<file path="config.mk">
export PLATFORM = sky130hd
export DESIGN_NAME = console_command_tokenizer_unit
export DESIGN_NICKNAME = d
export VERILOG_FILES = /design/src/hdl/cctok_pkg.sv /design/src/hdl/cctok_front.sv /design/src/hdl/cctok_queue.sv /design/src/hdl/cctok_back.sv /design/src/hdl/console_command_tokenizer_unit.sv
export SDC_FILE = /design/constraint.sdc
export NUM_CORES = 1
export LEC_CHECK = 0
export BUFFER_PORTS_ARGS = -buffer_cell sky130_fd_sc_hd__buf_2
export CORE_MARGIN = 10
export CORE_UTILIZATION = 50
export DETAILED_ROUTE_END_ITERATION = 8
export GPL_TIMING_DRIVEN = 0
export MAX_ROUTING_LAYER = met4
export PLACE_DENSITY = 0.7
export SLEW_MARGIN = 20
export SYNTH_ARGS = -nofsm -noshare
export SYNTH_HDL_FRONTEND = slang
export SYNTH_SLANG_ARGS = --single-unit
</file>
<file path="constraint.sdc">
create_clock -name clk_i -period 3 [get_ports clk_i]
set_input_delay 0.15 -clock clk_i [delete_from_list [all_inputs] [get_ports clk_i]]
set_output_delay 0.15 -clock clk_i [all_outputs]
set_load 0.02 [all_outputs]
</file>
<file path="src/hdl/cctok_pkg.sv">
// shared types, constants and character classes of the command tokenizer
`default_nettype none
package cctok_pkg;

  localparam int unsigned QDepth   = 4;
  localparam int unsigned QPtrW    = $clog2(QDepth);
  localparam int unsigned QCntW    = $clog2(QDepth + 1);
  localparam int unsigned PosW     = 12;
  localparam int unsigned CntW     = 5;
  localparam int unsigned IdxW     = 4;
  localparam logic [PosW-1:0] PosMax = '1;
  localparam logic [CntW-1:0] CntMax = CntW'(16);
  localparam logic [IdxW-1:0] IdxMax = '1;

  localparam logic [7:0] ChOpen  = 8'h28;
  localparam logic [7:0] ChClose = 8'h29;
  localparam logic [7:0] ChComma = 8'h2C;
  localparam logic [7:0] ChQuote = 8'h22;

  typedef enum logic [2:0] {
    PH_LEAD,
    PH_NAME,
    PH_PREOPEN,
    PH_ARGS,
    PH_PLAIN,
    PH_QUOTED
  } phase_e;

  typedef enum logic [2:0] {
    EV_NAME,
    EV_ARGCH,
    EV_ARGEND,
    EV_ACCEPT,
    EV_ERROR
  } event_e;

  typedef enum logic [1:0] {
    ERR_NAME,
    ERR_BLOCK_BEGIN,
    ERR_ARGUMENT,
    ERR_BLOCK_END
  } err_e;

  typedef struct packed {
    event_e          ev;
    logic [7:0]      ch;
    logic [IdxW-1:0] idx;
    err_e            err;
    logic [PosW-1:0] pos;
  } res_t;

  // one accepted item's results: always a first one, optionally a second
  typedef struct packed {
    logic two;
    res_t r0;
    res_t r1;
  } cmd_t;

  function automatic res_t mk_res(event_e ev, logic [7:0] ch, logic [IdxW-1:0] idx,
                                  err_e err, logic [PosW-1:0] pos);
    res_t r;
    r.ev  = ev;
    r.ch  = ch;
    r.idx = idx;
    r.err = err;
    r.pos = pos;
    return r;
  endfunction

  function automatic logic is_space(logic [7:0] c);
    return (c inside {8'h20, [8'h09:8'h0D]});
  endfunction

  function automatic logic is_letter(logic [7:0] c);
    return (c inside {[8'h61:8'h7A], [8'h41:8'h5A]});
  endfunction

  function automatic logic is_name_char(logic [7:0] c);
    return is_letter(c) || (c inside {8'h5F, 8'h2E});
  endfunction

  function automatic logic is_arg_char(logic [7:0] c);
    return is_letter(c) || (c inside {[8'h30:8'h39], 8'h5F, 8'h2E, 8'h3B, 8'h2D});
  endfunction

  function automatic logic [IdxW-1:0] sat_idx(logic [CntW-1:0] cnt);
    return (cnt > CntW'(IdxMax)) ? IdxMax : cnt[IdxW-1:0];
  endfunction

endpackage
`default_nettype wire

</file>
<file path="src/hdl/cctok_front.sv">
// front end: takes characters, tracks the parse state and forms result commands
`default_nettype none
module cctok_front (
  input  wire logic            clk_i,
  input  wire logic            rst_ni,
  input  wire logic            in_valid_i,
  output logic                 in_ready_o,
  input  wire logic [7:0]      char_code_i,
  input  wire logic            end_marker_i,
  input  wire logic            q_full_i,
  output logic                 push_o,
  output cctok_pkg::cmd_t      cmd_o
);

  cctok_pkg::phase_e                  phase_q, phase_d;
  logic [cctok_pkg::PosW-1:0]         pos_q, pos_d;
  logic [cctok_pkg::CntW-1:0]         cnt_q, cnt_d;
  logic                               fin_q, fin_d;

  logic                               accept;
  logic [cctok_pkg::CntW-1:0]         cnt_inc;
  logic [cctok_pkg::CntW-1:0]         cnt_sel;
  logic                               args_has;
  cctok_pkg::res_t                    args_res;
  cctok_pkg::phase_e                  args_phase;
  logic                               args_fin;
  logic                               n0, n1;
  cctok_pkg::res_t                    r0, r1;
  logic [7:0]                         c;

  assign in_ready_o = !q_full_i;
  assign accept     = in_valid_i && !q_full_i;
  assign c          = char_code_i;
  assign cnt_inc    = (cnt_q < cctok_pkg::CntMax) ? cnt_q + 1'b1 : cnt_q;
  assign cnt_sel    = (phase_q == cctok_pkg::PH_PLAIN) ? cnt_inc : cnt_q;

  // argument block handling, shared by the plain argument end path
  always_comb begin
    args_has   = 1'b0;
    args_phase = cctok_pkg::PH_ARGS;
    args_fin   = 1'b0;
    args_res   = cctok_pkg::mk_res(cctok_pkg::EV_ERROR, 8'h00, '0,
                                   cctok_pkg::ERR_BLOCK_END, pos_q);
    if (c == cctok_pkg::ChClose) begin
      args_has = 1'b1;
      args_fin = 1'b1;
      args_res = cctok_pkg::mk_res(cctok_pkg::EV_ACCEPT, 8'h00, cctok_pkg::sat_idx(cnt_sel),
                                   cctok_pkg::ERR_NAME, pos_q);
    end else if (c == cctok_pkg::ChQuote) begin
      args_phase = cctok_pkg::PH_QUOTED;
    end else if (cctok_pkg::is_arg_char(c)) begin
      args_has   = 1'b1;
      args_phase = cctok_pkg::PH_PLAIN;
      args_res   = cctok_pkg::mk_res(cctok_pkg::EV_ARGCH, c, cctok_pkg::sat_idx(cnt_sel),
                                     cctok_pkg::ERR_NAME, pos_q);
    end else if (c == cctok_pkg::ChComma) begin
      if (cnt_sel == '0) begin
        args_has = 1'b1;
        args_fin = 1'b1;
        args_res = cctok_pkg::mk_res(cctok_pkg::EV_ERROR, 8'h00, '0,
                                     cctok_pkg::ERR_ARGUMENT, pos_q);
      end
    end else if (!cctok_pkg::is_space(c)) begin
      args_has = 1'b1;
      args_fin = 1'b1;
    end
  end

  always_comb begin
    phase_d = phase_q;
    cnt_d   = cnt_q;
    fin_d   = fin_q;
    pos_d   = (pos_q < cctok_pkg::PosMax) ? pos_q + 1'b1 : pos_q;
    n0      = 1'b0;
    n1      = 1'b0;
    r0      = cctok_pkg::mk_res(cctok_pkg::EV_ERROR, 8'h00, '0, cctok_pkg::ERR_NAME, pos_q);
    r1      = cctok_pkg::mk_res(cctok_pkg::EV_ERROR, 8'h00, '0,
                                cctok_pkg::ERR_BLOCK_END, pos_q);
    if (end_marker_i) begin
      if (!fin_q) begin
        n0 = 1'b1;
        case (phase_q)
          cctok_pkg::PH_PREOPEN: r0.err = cctok_pkg::ERR_BLOCK_BEGIN;
          cctok_pkg::PH_ARGS:    r0.err = cctok_pkg::ERR_BLOCK_END;
          cctok_pkg::PH_PLAIN, cctok_pkg::PH_QUOTED: begin
            r0 = cctok_pkg::mk_res(cctok_pkg::EV_ARGEND, 8'h00, cctok_pkg::sat_idx(cnt_q),
                                   cctok_pkg::ERR_NAME, pos_q);
            n1 = 1'b1;
          end
          default: r0.err = cctok_pkg::ERR_NAME;
        endcase
      end
      phase_d = cctok_pkg::PH_LEAD;
      pos_d   = '0;
      cnt_d   = '0;
      fin_d   = 1'b0;
    end else if (!fin_q) begin
      case (phase_q)
        cctok_pkg::PH_LEAD: begin
          if (cctok_pkg::is_name_char(c)) begin
            n0      = 1'b1;
            r0      = cctok_pkg::mk_res(cctok_pkg::EV_NAME, c, '0, cctok_pkg::ERR_NAME, pos_q);
            phase_d = cctok_pkg::PH_NAME;
          end else if (!cctok_pkg::is_space(c)) begin
            n0    = 1'b1;
            fin_d = 1'b1;
          end
        end
        cctok_pkg::PH_NAME, cctok_pkg::PH_PREOPEN: begin
          if (phase_q == cctok_pkg::PH_NAME && cctok_pkg::is_name_char(c)) begin
            n0 = 1'b1;
            r0 = cctok_pkg::mk_res(cctok_pkg::EV_NAME, c, '0, cctok_pkg::ERR_NAME, pos_q);
          end else if (c == cctok_pkg::ChOpen) begin
            phase_d = cctok_pkg::PH_ARGS;
          end else begin
            phase_d = cctok_pkg::PH_PREOPEN;
            if (!cctok_pkg::is_space(c)) begin
              n0     = 1'b1;
              r0.err = cctok_pkg::ERR_BLOCK_BEGIN;
              fin_d  = 1'b1;
            end
          end
        end
        cctok_pkg::PH_QUOTED: begin
          n0 = 1'b1;
          if (c == cctok_pkg::ChQuote) begin
            r0      = cctok_pkg::mk_res(cctok_pkg::EV_ARGEND, 8'h00, cctok_pkg::sat_idx(cnt_q),
                                        cctok_pkg::ERR_NAME, pos_q);
            cnt_d   = cnt_inc;
            phase_d = cctok_pkg::PH_ARGS;
          end else begin
            r0 = cctok_pkg::mk_res(cctok_pkg::EV_ARGCH, c, cctok_pkg::sat_idx(cnt_q),
                                   cctok_pkg::ERR_NAME, pos_q);
          end
        end
        cctok_pkg::PH_PLAIN: begin
          n0 = 1'b1;
          if (cctok_pkg::is_arg_char(c)) begin
            r0 = cctok_pkg::mk_res(cctok_pkg::EV_ARGCH, c, cctok_pkg::sat_idx(cnt_q),
                                   cctok_pkg::ERR_NAME, pos_q);
          end else begin
            r0      = cctok_pkg::mk_res(cctok_pkg::EV_ARGEND, 8'h00, cctok_pkg::sat_idx(cnt_q),
                                        cctok_pkg::ERR_NAME, pos_q);
            cnt_d   = cnt_inc;
            n1      = args_has;
            r1      = args_res;
            phase_d = args_phase;
            fin_d   = args_fin;
          end
        end
        default: begin
          n0      = args_has;
          r0      = args_res;
          phase_d = args_phase;
          fin_d   = args_fin;
        end
      endcase
    end
  end

  assign push_o    = accept && n0;
  assign cmd_o.two = n1;
  assign cmd_o.r0  = r0;
  assign cmd_o.r1  = r1;

  always_ff @(posedge clk_i or negedge rst_ni) begin
    if (!rst_ni) begin
      phase_q <= cctok_pkg::PH_LEAD;
      pos_q   <= '0;
      cnt_q   <= '0;
      fin_q   <= 1'b0;
    end else if (accept) begin
      phase_q <= phase_d;
      pos_q   <= pos_d;
      cnt_q   <= cnt_d;
      fin_q   <= fin_d;
    end
  end

endmodule
`default_nettype wire

</file>
<file path="src/hdl/cctok_queue.sv">
// short command queue between the front end and the back end
`default_nettype none
module cctok_queue (
  input  wire logic            clk_i,
  input  wire logic            rst_ni,
  input  wire logic            push_i,
  input  wire cctok_pkg::cmd_t push_cmd_i,
  output logic                 full_o,
  input  wire logic            pop_i,
  output logic                 empty_o,
  output cctok_pkg::cmd_t      head_o
);

  cctok_pkg::cmd_t                 mem_q [cctok_pkg::QDepth];
  logic [cctok_pkg::QPtrW-1:0]     wr_q, rd_q;
  logic [cctok_pkg::QCntW-1:0]     cnt_q;

  assign full_o  = (cnt_q == cctok_pkg::QCntW'(cctok_pkg::QDepth));
  assign empty_o = (cnt_q == '0);
  assign head_o  = mem_q[rd_q];

  always_ff @(posedge clk_i) begin
    if (push_i) begin
      mem_q[wr_q] <= push_cmd_i;
    end
  end

  always_ff @(posedge clk_i or negedge rst_ni) begin
    if (!rst_ni) begin
      wr_q  <= '0;
      rd_q  <= '0;
      cnt_q <= '0;
    end else begin
      if (push_i) begin
        wr_q <= wr_q + 1'b1;
      end
      if (pop_i) begin
        rd_q <= rd_q + 1'b1;
      end
      if (push_i && !pop_i) begin
        cnt_q <= cnt_q + 1'b1;
      end else if (pop_i && !push_i) begin
        cnt_q <= cnt_q - 1'b1;
      end
    end
  end

endmodule
`default_nettype wire

</file>
<file path="src/hdl/cctok_back.sv">
// back end: sends the one or two results of each queued command
`default_nettype none
module cctok_back (
  input  wire logic            clk_i,
  input  wire logic            rst_ni,
  input  wire logic            empty_i,
  input  wire cctok_pkg::cmd_t head_i,
  output logic                 pop_o,
  output logic                 out_valid_o,
  input  wire logic            out_ready_i,
  output cctok_pkg::res_t      out_res_o,
  output logic                 out_last_o
);

  logic sub_q;
  logic xfer;

  assign out_valid_o = !empty_i;
  assign out_res_o   = sub_q ? head_i.r1 : head_i.r0;
  assign out_last_o  = sub_q || !head_i.two;
  assign xfer        = out_valid_o && out_ready_i;
  assign pop_o       = xfer && out_last_o;

  always_ff @(posedge clk_i or negedge rst_ni) begin
    if (!rst_ni) begin
      sub_q <= 1'b0;
    end else if (xfer) begin
      sub_q <= !out_last_o;
    end
  end

endmodule
`default_nettype wire

</file>
<file path="src/hdl/console_command_tokenizer_unit.sv">
// top level of the console command tokenizer
// each input transfer's results are registered in the queue, whose head drives the output
// throughput: one character per cycle unless the queue is full; two results are sent in turn
// a four-entry command queue absorbs output stalls, input stalls only when it is full
// reset: asynchronous, active low; parser returns to the leading-space phase, queue empties
`default_nettype none
module console_command_tokenizer_unit (
  input  wire logic        clk_i,
  input  wire logic        rst_ni,
  input  wire logic        s_axis_tvalid,
  output logic             s_axis_tready,
  input  wire logic [7:0]  s_axis_tdata,   // [7:0] char_code
  input  wire logic        s_axis_tuser,   // [0] end_marker
  output logic             m_axis_tvalid,
  input  wire logic        m_axis_tready,
  output logic [31:0]      m_axis_tdata,   // [7:0] out_char, [11:8] arg_index,
                                           // [13:12] error_kind, [25:14] position, zero above
  output logic [2:0]       m_axis_tuser,   // [2:0] event_res
  output logic             m_axis_tlast    // last_of_run
);

  logic              push, full, pop, empty;
  cctok_pkg::cmd_t   push_cmd, head;
  cctok_pkg::res_t   res;

  cctok_front u_front (
    .clk_i        (clk_i),
    .rst_ni       (rst_ni),
    .in_valid_i   (s_axis_tvalid),
    .in_ready_o   (s_axis_tready),
    .char_code_i  (s_axis_tdata),
    .end_marker_i (s_axis_tuser),
    .q_full_i     (full),
    .push_o       (push),
    .cmd_o        (push_cmd)
  );

  cctok_queue u_queue (
    .clk_i      (clk_i),
    .rst_ni     (rst_ni),
    .push_i     (push),
    .push_cmd_i (push_cmd),
    .full_o     (full),
    .pop_i      (pop),
    .empty_o    (empty),
    .head_o     (head)
  );

  cctok_back u_back (
    .clk_i       (clk_i),
    .rst_ni      (rst_ni),
    .empty_i     (empty),
    .head_i      (head),
    .pop_o       (pop),
    .out_valid_o (m_axis_tvalid),
    .out_ready_i (m_axis_tready),
    .out_res_o   (res),
    .out_last_o  (m_axis_tlast)
  );

  assign m_axis_tuser = res.ev;
  assign m_axis_tdata = {6'b0, res.pos, res.err, res.idx, res.ch};

endmodule
`default_nettype wire
</file>
==> metrics.txt, run 1 <==
status complete, no violations; number of global-route vias before repair 5,757; Area Overhead vs Synth 15.2%; Post-DP Area 9960 sq um; Syn. warnings 0; Peak VDD IR 0.431 mV; most common cell after layout, fill and taps aside edfxtp_1; power per cell area 899 nW/um^2; register area share after synthesis 65.8%; NumNets Final 719; Syn Area/Cell 15.6 sq um; Port Buffers 43; setup bufs post-CTS 0; Clock Latency Late Sink 490 ps; starting density of the core 51.3%; Vias 5,548; hold_sp s_axis_tvalid; final wirelength 19,700 microns; crit path max fanout 7; Setup Skew 10.4 ps; Final TNS setup 0 ps; Overflow after GRT 0; H-Tree Depth 1; worst flop-to-flop path endpoint u_queue.cnt_q[1]$_DFFE_PN0P_; Core Rows 49; hold path depth 3; CP Data Arrival Time 3280 ps; crit path capture type flop; WP data required 3380 ps; Placed Cells 904; Net Switching 0.00315 W; Total Power 0.00964 W; minimum clock period 2900 ps; Chip Width 156 microns; #FFs+latches synth 209; first-pass GRT wire length 31,700 microns; drt initial violations 408; max frequency 345 MHz; Clock Pin Slew Worst Setup and Hold Paths 60 ps; Cell Int Power 0.00649 W; synthesized area 9310 sq um; dominant synthesized flop cell edfxtp_1; GRT Overall Usage 16.9%; WS Path Type flop to flop; final hold violations 0; relative slew slack 24.0%; fin cells 942; I/O Pins 51; routed length per instance 20.9 microns; Slew Viols, Final 0; DRT antenna net count 0; Post-synth ARST share 13.9%; WHS Endpoint u_front.cnt_q[3]$_DFFE_PN0P_; antenna violations before repair 0; pin count of the biggest net entering global routing 46; Via density 5.89; EDFF count, synth 180; setup violators final 0; DRC viols 0; Min-Delay Path Class primary input to flop; Die ar. 24,500 sq um; share of layout cells above drive strength 1 25.0%; final hold slack 163 ps; Worst Setup Start Kind flop; Comb pwr share 33.5%; diode count 0; root buffer cell clkbuf_16; Net Sw Frac 32.7%; area of the core 18,100 sq um; R2R Setup Slk 100 ps; Reg power frac 40.3%; most frequent cells in the layout 180 x edfxtp_1, 50 x buf_2, 45 x mux4_2; Pre-antenna DRT Iters 5; CTS sink count 209; Syn Inst Count 595; clock buffer depth 3; GPL Wtd Cong 0.922; clock network fraction of total power 26.2%; Unique masters post-synth 69; period utilisation layout 96.7%; Max-cap violations 0; hpwl dp 13,200 microns; CTS tree done; measured slew at the worst slew-check pin 1110 ps; total CTS buffers 22; Worst Reg-to-Reg Cells 9; design area 10,700 sq um; Worst R2R Start u_front.cnt_q[4]$_DFFE_PN0P_; Lkg Pwr 3.81 nW; chip height 156 microns
[worst max-delay path by stage]
| stage | endpoint | cells past startpoint | from |
|---|---|---|---|
| 2_1_floorplan | u_queue.cnt_q[1]$_DFFE_PN0P_ | 11 | u_front.cnt_q[0]$_DFFE_PN0P_ |
| 3_3_place_gp | u_queue.mem_q[0][12]$_DFFE_PP_ | 7 | u_front.phase_q[1]$_DFFE_PN0P_ |
| 3_5_place_dp | u_queue.cnt_q[2]$_DFFE_PN0P_ | 12 | u_front.phase_q[1]$_DFFE_PN0P_ |
| 4_1_cts | u_queue.cnt_q[1]$_DFFE_PN0P_ | 10 | u_front.phase_q[0]$_DFFE_PN0P_ |
| 5_1_grt | u_queue.cnt_q[2]$_DFFE_PN0P_ | 12 | u_front.phase_q[1]$_DFFE_PN0P_ |
| 6_report | u_queue.cnt_q[1]$_DFFE_PN0P_ | 9 | u_front.cnt_q[4]$_DFFE_PN0P_ |
[cell families after synthesis]
logic type / count (synthesis) / synth area share, %
flops: 209 / 65.8
compound gates: 79 / 5.95
mux: 63 / 13.1
other cells: 1 / 0.0403
simple gates: 158 / 9.50
xor+xnor: 19 / 1.79
fa+ha+maj: 8 / 1.16
buf+inv: 58 / 2.65
[timing repair]
action | 4_1_cts | 5_1_grt
endpoints found under the hold margin | 30 | 0
pin swaps | 1 | 2
setup endpoints to repair | 206 | 205
gates resized for setup | 18 | 17
cloned | 0 | 0
hold buffers | 2 | 0
[critical path: stages (launching register included)]
cell and delay, ps:
dfrtp_1 570, and4b_2 320, xnor2_1 200, o21bai_2 120
a32o_2 310, o31a_4 330, ha_2 210, inv_1 70
fa_1 390, mux2_2 260
[area by class of cell]
| type | count | area (sq um) |
|---|---|---|
| Multi-Input combinational cell | 365 | 3130 |
| Sequential cell | 209 | 6130 |
| Fill cell | 1385 | 7420 |
| Clock buffer | 31 | 606 |
| Buffer | 37 | 186 |
| Timing Repair Buffer | 45 | 235 |
| Clock inverter | 8 | 71.3 |
| Tap cell | 229 | 287 |
| Inverter | 18 | 71.3 |
[per-layer routing]
metal  track usage (%)  wire length, microns  up-vias
met5                 -                     0        -
met4              4.49                   329        0
met3              2.33                   933       34
met2              26.8                  9700      171
met1              22.5                  8720     2845
li1                  -                     -     2498
[Yosys cell counts, drive strengths merged (9+ instances only)]
cell type | instances | share of area [%]
nand2 | 33 | 1.3
clkbuf | 24 | 0.97
nor3 | 9 | 0.48
and2 | 13 | 0.87
nor2 | 30 | 1.2
buf | 16 | 0.95
mux4 | 45 | 11
xor2 | 13 | 1.2
dfrtp | 29 | 7.8
inv | 17 | 0.69
mux2 | 16 | 2.0
a21oi | 15 | 0.81
o21ai | 23 | 1.4
edfxtp | 180 | 58
[power groups by stage]
stage	clock (W)	combinational (W)	sequential (W)
after floorplan	0	0.00235	0.00382
after global placement	0	0.00322	0.00387
after detailed placement	0	0.00330	0.00389
after CTS	0.00258	0.00332	0.00385
after global routing	0.00269	0.00351	0.00393
final	0.00253	0.00323	0.00388
[through the flow]
stage          worst slack (ps)  util (%)
2_1_floorplan               211         -
3_3_place_gp               -638      54.9
3_5_place_dp               -372      54.9
4_1_cts                   -15.9      59.0
5_1_grt                   -1.02      59.1
6_report                    100      59.1
[registers in the layout, indices dropped and copies added, names as in the netlist]
register,count
u_front.phase_q,3
u_front.pos_q,12
u_front.fin_q,1
u_queue.rd_q,2
u_queue.cnt_q,3
u_back.sub_q,1
u_queue.wr_q,2
u_queue.mem_q,180
u_front.cnt_q,5
No activity file was read; power rests on OpenSTA's default activity.
==> inputs of run 2 (changes only) <==
CORE_UTILIZATION = 40   (was 50)
GPL_ROUTABILITY_DRIVEN = 1   (was not set)
PLACE_DENSITY = not set   (was 0.7)
SYNTH_HIERARCHICAL = 1   (was not set)
==> metrics.txt, run 2 <==
post-synthesis compound-gate area fraction 6.28% (was 5.95%); chip height 193 microns (was 156 microns); Placed Cells 1,180 (was 904); antenna violations before repair 0 (unchanged); Synth top area share 59.1% (was 58.0%); status complete, no violations (unchanged); Syn Area/Cell 16.4 sq um (was 15.6 sq um); setup violators final 0 (unchanged); Die ar. 37,300 sq um (was 24,500 sq um); XOR/XNOR share of the synthesized area 0.949% (was 1.79%); most frequent cells in the layout 236 x edfxtp_1, 58 x mux4_2, 56 x buf_2 (was 180 x edfxtp_1, 50 x buf_2, 45 x mux4_2); Final WS setup 115 ps (was 100 ps); crit path max fanout 10 (was 7); CP Data Arrival Time 3320 ps (was 3280 ps); hpwl dp 16,200 microns (was 13,200 microns); dominant synthesized flop cell edfxtp_1 (unchanged); diode count 0 (unchanged); Post-synth ARST share 10.9% (was 13.9%); CTS sink count 265 (was 209); routed length per instance 20.2 microns (was 20.9 microns); H-Tree Depth 1 (unchanged); Place WS -529 ps (was -372 ps); Area Overhead vs Synth 15.6% (was 15.2%); max frequency 347 MHz (was 345 MHz); area of the core 29,600 sq um (was 18,100 sq um); Port Buffers 42 (was 43); CTS tree done (unchanged); GPL Wtd Cong 0.907 (was 0.922); period utilisation layout 96.2% (was 96.7%); post-synthesis adder-cell area fraction 0.897% (was 1.16%); Lkg Pwr 4.85 nW (was 3.81 nW); Worst Setup Start Kind flop (unchanged); final wirelength 25,100 microns (was 19,700 microns); crit-path cells buf_2 > buf_2 > o211a_1 > a21oi_1 > o31ai_1 > a21oi_2 > buf_6 > ha_2 > inv_1 > fa_1 > xor2_1 > nor2_1 > xor2_1 (was and4b_2 > xnor2_1 > o21bai_2 > a32o_2 > o31a_4 > ha_2 > inv_1 > fa_1 > mux2_2); WS Path Type flop to flop (unchanged); Setup Skew 13.1 ps (was 10.4 ps); biggest area consumer among synthesized cells edfxtp_1 (unchanged); fin cells 1,241 (was 942); starting density of the core 40.5% (was 51.3%); measured slew at the worst slew-check pin 783 ps (was 1110 ps); root buffer cell clkbuf_16 (unchanged); Pre-antenna DRT Iters 5 (unchanged); WL met1 11,500 microns (was 8720 microns); GRT Overall Usage 13.8% (was 16.9%); most instantiated cells after synthesis 236 x edfxtp_1, 58 x mux4_2, 31 x mux2_2 (was 180 x edfxtp_1, 45 x mux4_2, 33 x nand2_1); Clock Pin Slew Worst Setup and Hold Paths 60 ps (about the same); WP data required 3440 ps (was 3380 ps); most common cell after layout, fill and taps aside edfxtp_1 (unchanged); first-pass GRT wire length 39,300 microns (was 31,700 microns); max FFs per register 236 (was 180); Slew Viols, Final 0 (unchanged); Most flops, register u_queue/mem_q (was u_queue.mem_q); Max-cap violations 0 (unchanged); I/O Pins 51 (unchanged); clock buffer depth 3 (unchanged); relative slew slack 47.1% (was 24.0%); synthesized area 12,000 sq um (was 9310 sq um); Worst path max stage delay 450 ps (was 570 ps); #FFs+latches synth 265 (was 209); Syn Inst Count 732 (was 595); drt initial violations 654 (was 408); met3 WL 1050 microns (was 933 microns); simple-gate share of the synthesized area 7.68% (was 9.50%); Min-Delay Path Class primary input to flop (unchanged); crit path capture type flop (unchanged); final hold violations 0 (unchanged); largest family of logic cells by synthesized area multiplexers (unchanged); total CTS buffers 28 (was 22); largest registers u_queue/mem_q x236, u_front/pos_q x12, u_front/cnt_q x5 (was u_queue.mem_q x180, u_front.pos_q x12, u_front.cnt_q x5); register area share after synthesis 65.1% (was 65.8%); Syn. warnings 6 (was 0); most frequent cell after synthesis edfxtp_1 (unchanged); Overflow after GRT 0 (unchanged); portion of netlist area occupied by mux cells 14.2% (was 13.1%); NumNets Final 851 (was 719); Clock Latency Late Sink 530 ps (was 490 ps); Via density 5.40 (was 5.89); R2R Setup Slk 110 ps (was 100 ps); Crit path max-delay family compound AO/OA/AOI/OAI gates (unchanged); pin count of the biggest net entering global routing 42 (was 46); Peak VDD IR 0.463 mV (was 0.431 mV); Chip Width 193 microns (was 156 microns); Core Rows 63 (was 49); DRC viols 0 (unchanged); EDFF count, synth 236 (was 180); Vias 6,706 (was 5,548); Worst path slowest cell dfrtp_1 (unchanged); Unique masters post-synth 76 (was 69); WP buf/inv 4 (was 1); routed wl met2 12,200 microns (was 9700 microns); Synth area leaders edfxtp_1 59%, mux4_2 11%, dfrtp_1 6.1% (was edfxtp_1 58%, mux4_2 11%, dfrtp_1 7.8%); share of layout cells above drive strength 1 32.5% (was 25.0%); DRT antenna net count 0 (unchanged); fillers 2,603 (was 1,385); number of global-route vias before repair 6,785 (was 5,757); power per cell area 871 nW/um^2 (was 899 nW/um^2); DR top layer met4 (unchanged); minimum clock period 2890 ps (was 2900 ps)
-- run 2: cell count changes after synthesis, moves of 4 or more --
cell      change
buf_6         +5
buf_4        +23
mux4_2       +13
mux2_2       +16
a31o_2        +4
a21oi_1      +14
xor2_1        -4
and3_1        +7
buf_12        +6
edfxtp_1     +56
clkbuf_1      -6
buf_2         +5
nand3_1       +6
-- run 2: timing repair --
item	CTS	global route
hold buffers	1	0
setup buffers	3	6
setup endpoints to repair	238	141
endpoints found under the hold margin	29	0
gates resized for setup	6	27
pin swaps	2	6
-- run 2: metal layers --
metal	GRT usage, %	up-vias
li1	-	3049
met1	18.8	3458
met2	21.6	163
met3	2.01	36
met4	3.05	0
met5	-	-
-- run 2: cell families after synthesis --
| logic type | Yosys count |
|---|---|
| AOI/OAI and AO/OA | 105 |
| xor gates and xnor gates | 13 |
| adders and majority gates | 8 |
| buffers and inverters | 85 |
| DFF | 265 |
| muxes | 92 |
| other | 2 |
| and+or+nand+nor | 162 |
-- run 2: final timing paths --
path / cells past startpoint / endpoint / from
min in group asynchronous: 2 / u_queue/cnt_q[2]$_DFFE_PN0P_ / rst_ni
max in group asynchronous: 2 / u_front/cnt_q[1]$_DFFE_PN0P_ / rst_ni
hold / removal: 3 / u_back/sub_q$_DFFE_PN0P_ / m_axis_tready
hold reg to reg: 1 / u_queue/cnt_q[2]$_DFFE_PN0P_ / u_queue/cnt_q[2]$_DFFE_PN0P_
setup / recovery: 13 / u_queue/cnt_q[2]$_DFFE_PN0P_ / u_front/phase_q[0]$_DFFE_PN0P_
setup reg to reg: 13 / u_queue/cnt_q[2]$_DFFE_PN0P_ / u_front/phase_q[0]$_DFFE_PN0P_
-- run 2: report_power, final --
group | leakage (nW) | switching (W) | total (W) | internal [W]
Combinational | 1.84 | 0.00217 | 0.00400 | 0.00183
Clock | 0.442 | 0.00134 | 0.00327 | 0.00193
Sequential | 2.57 | 0.000189 | 0.00480 | 0.00461
-- run 2: per-stage QoR --
| step | instance area [sq um] | total power (W) | TNS [ps] | util, % | hold WS, ps |
|---|---|---|---|---|---|
| after floorplan | 12000 | 0.00772 | -10860 | - | -146 |
| after global placement | 12700 | 0.00884 | -263560 | 43.0 | 245 |
| after detailed placement | 12800 | 0.00892 | -89790 | 43.3 | 245 |
| after CTS | 13800 | 0.0122 | 0 | 46.5 | 32.0 |
| after global routing | 13900 | 0.0127 | -17.6 | 46.8 | 45.7 |
| final | 13900 | 0.0121 | 0 | 46.8 | 59.3 |
-- run 2: cell type report --
class | instances | area, sq um | share of cell area [%]
Timing Repair Buffer | 56 | 379 | 2.73
Multi-Input combinational cell | 394 | 3700 | 26.7
Sequential cell | 265 | 7810 | 56.4
Tap cell | 390 | 488 | 3.52
Inverter | 14 | 52.6 | 0.379
Clock inverter | 13 | 97.6 | 0.704
Buffer | 71 | 542 | 3.91
Clock buffer | 38 | 790 | 5.69
-- run 2: worst reg2reg max path: cells and delay by family (launching register included) --
family	cells	cell delay, ps
buf+inv	4	630
xor+xnor	2	360
simple gates	1	140
flops	1	450
compound gates	4	670
fa+ha+maj	2	560
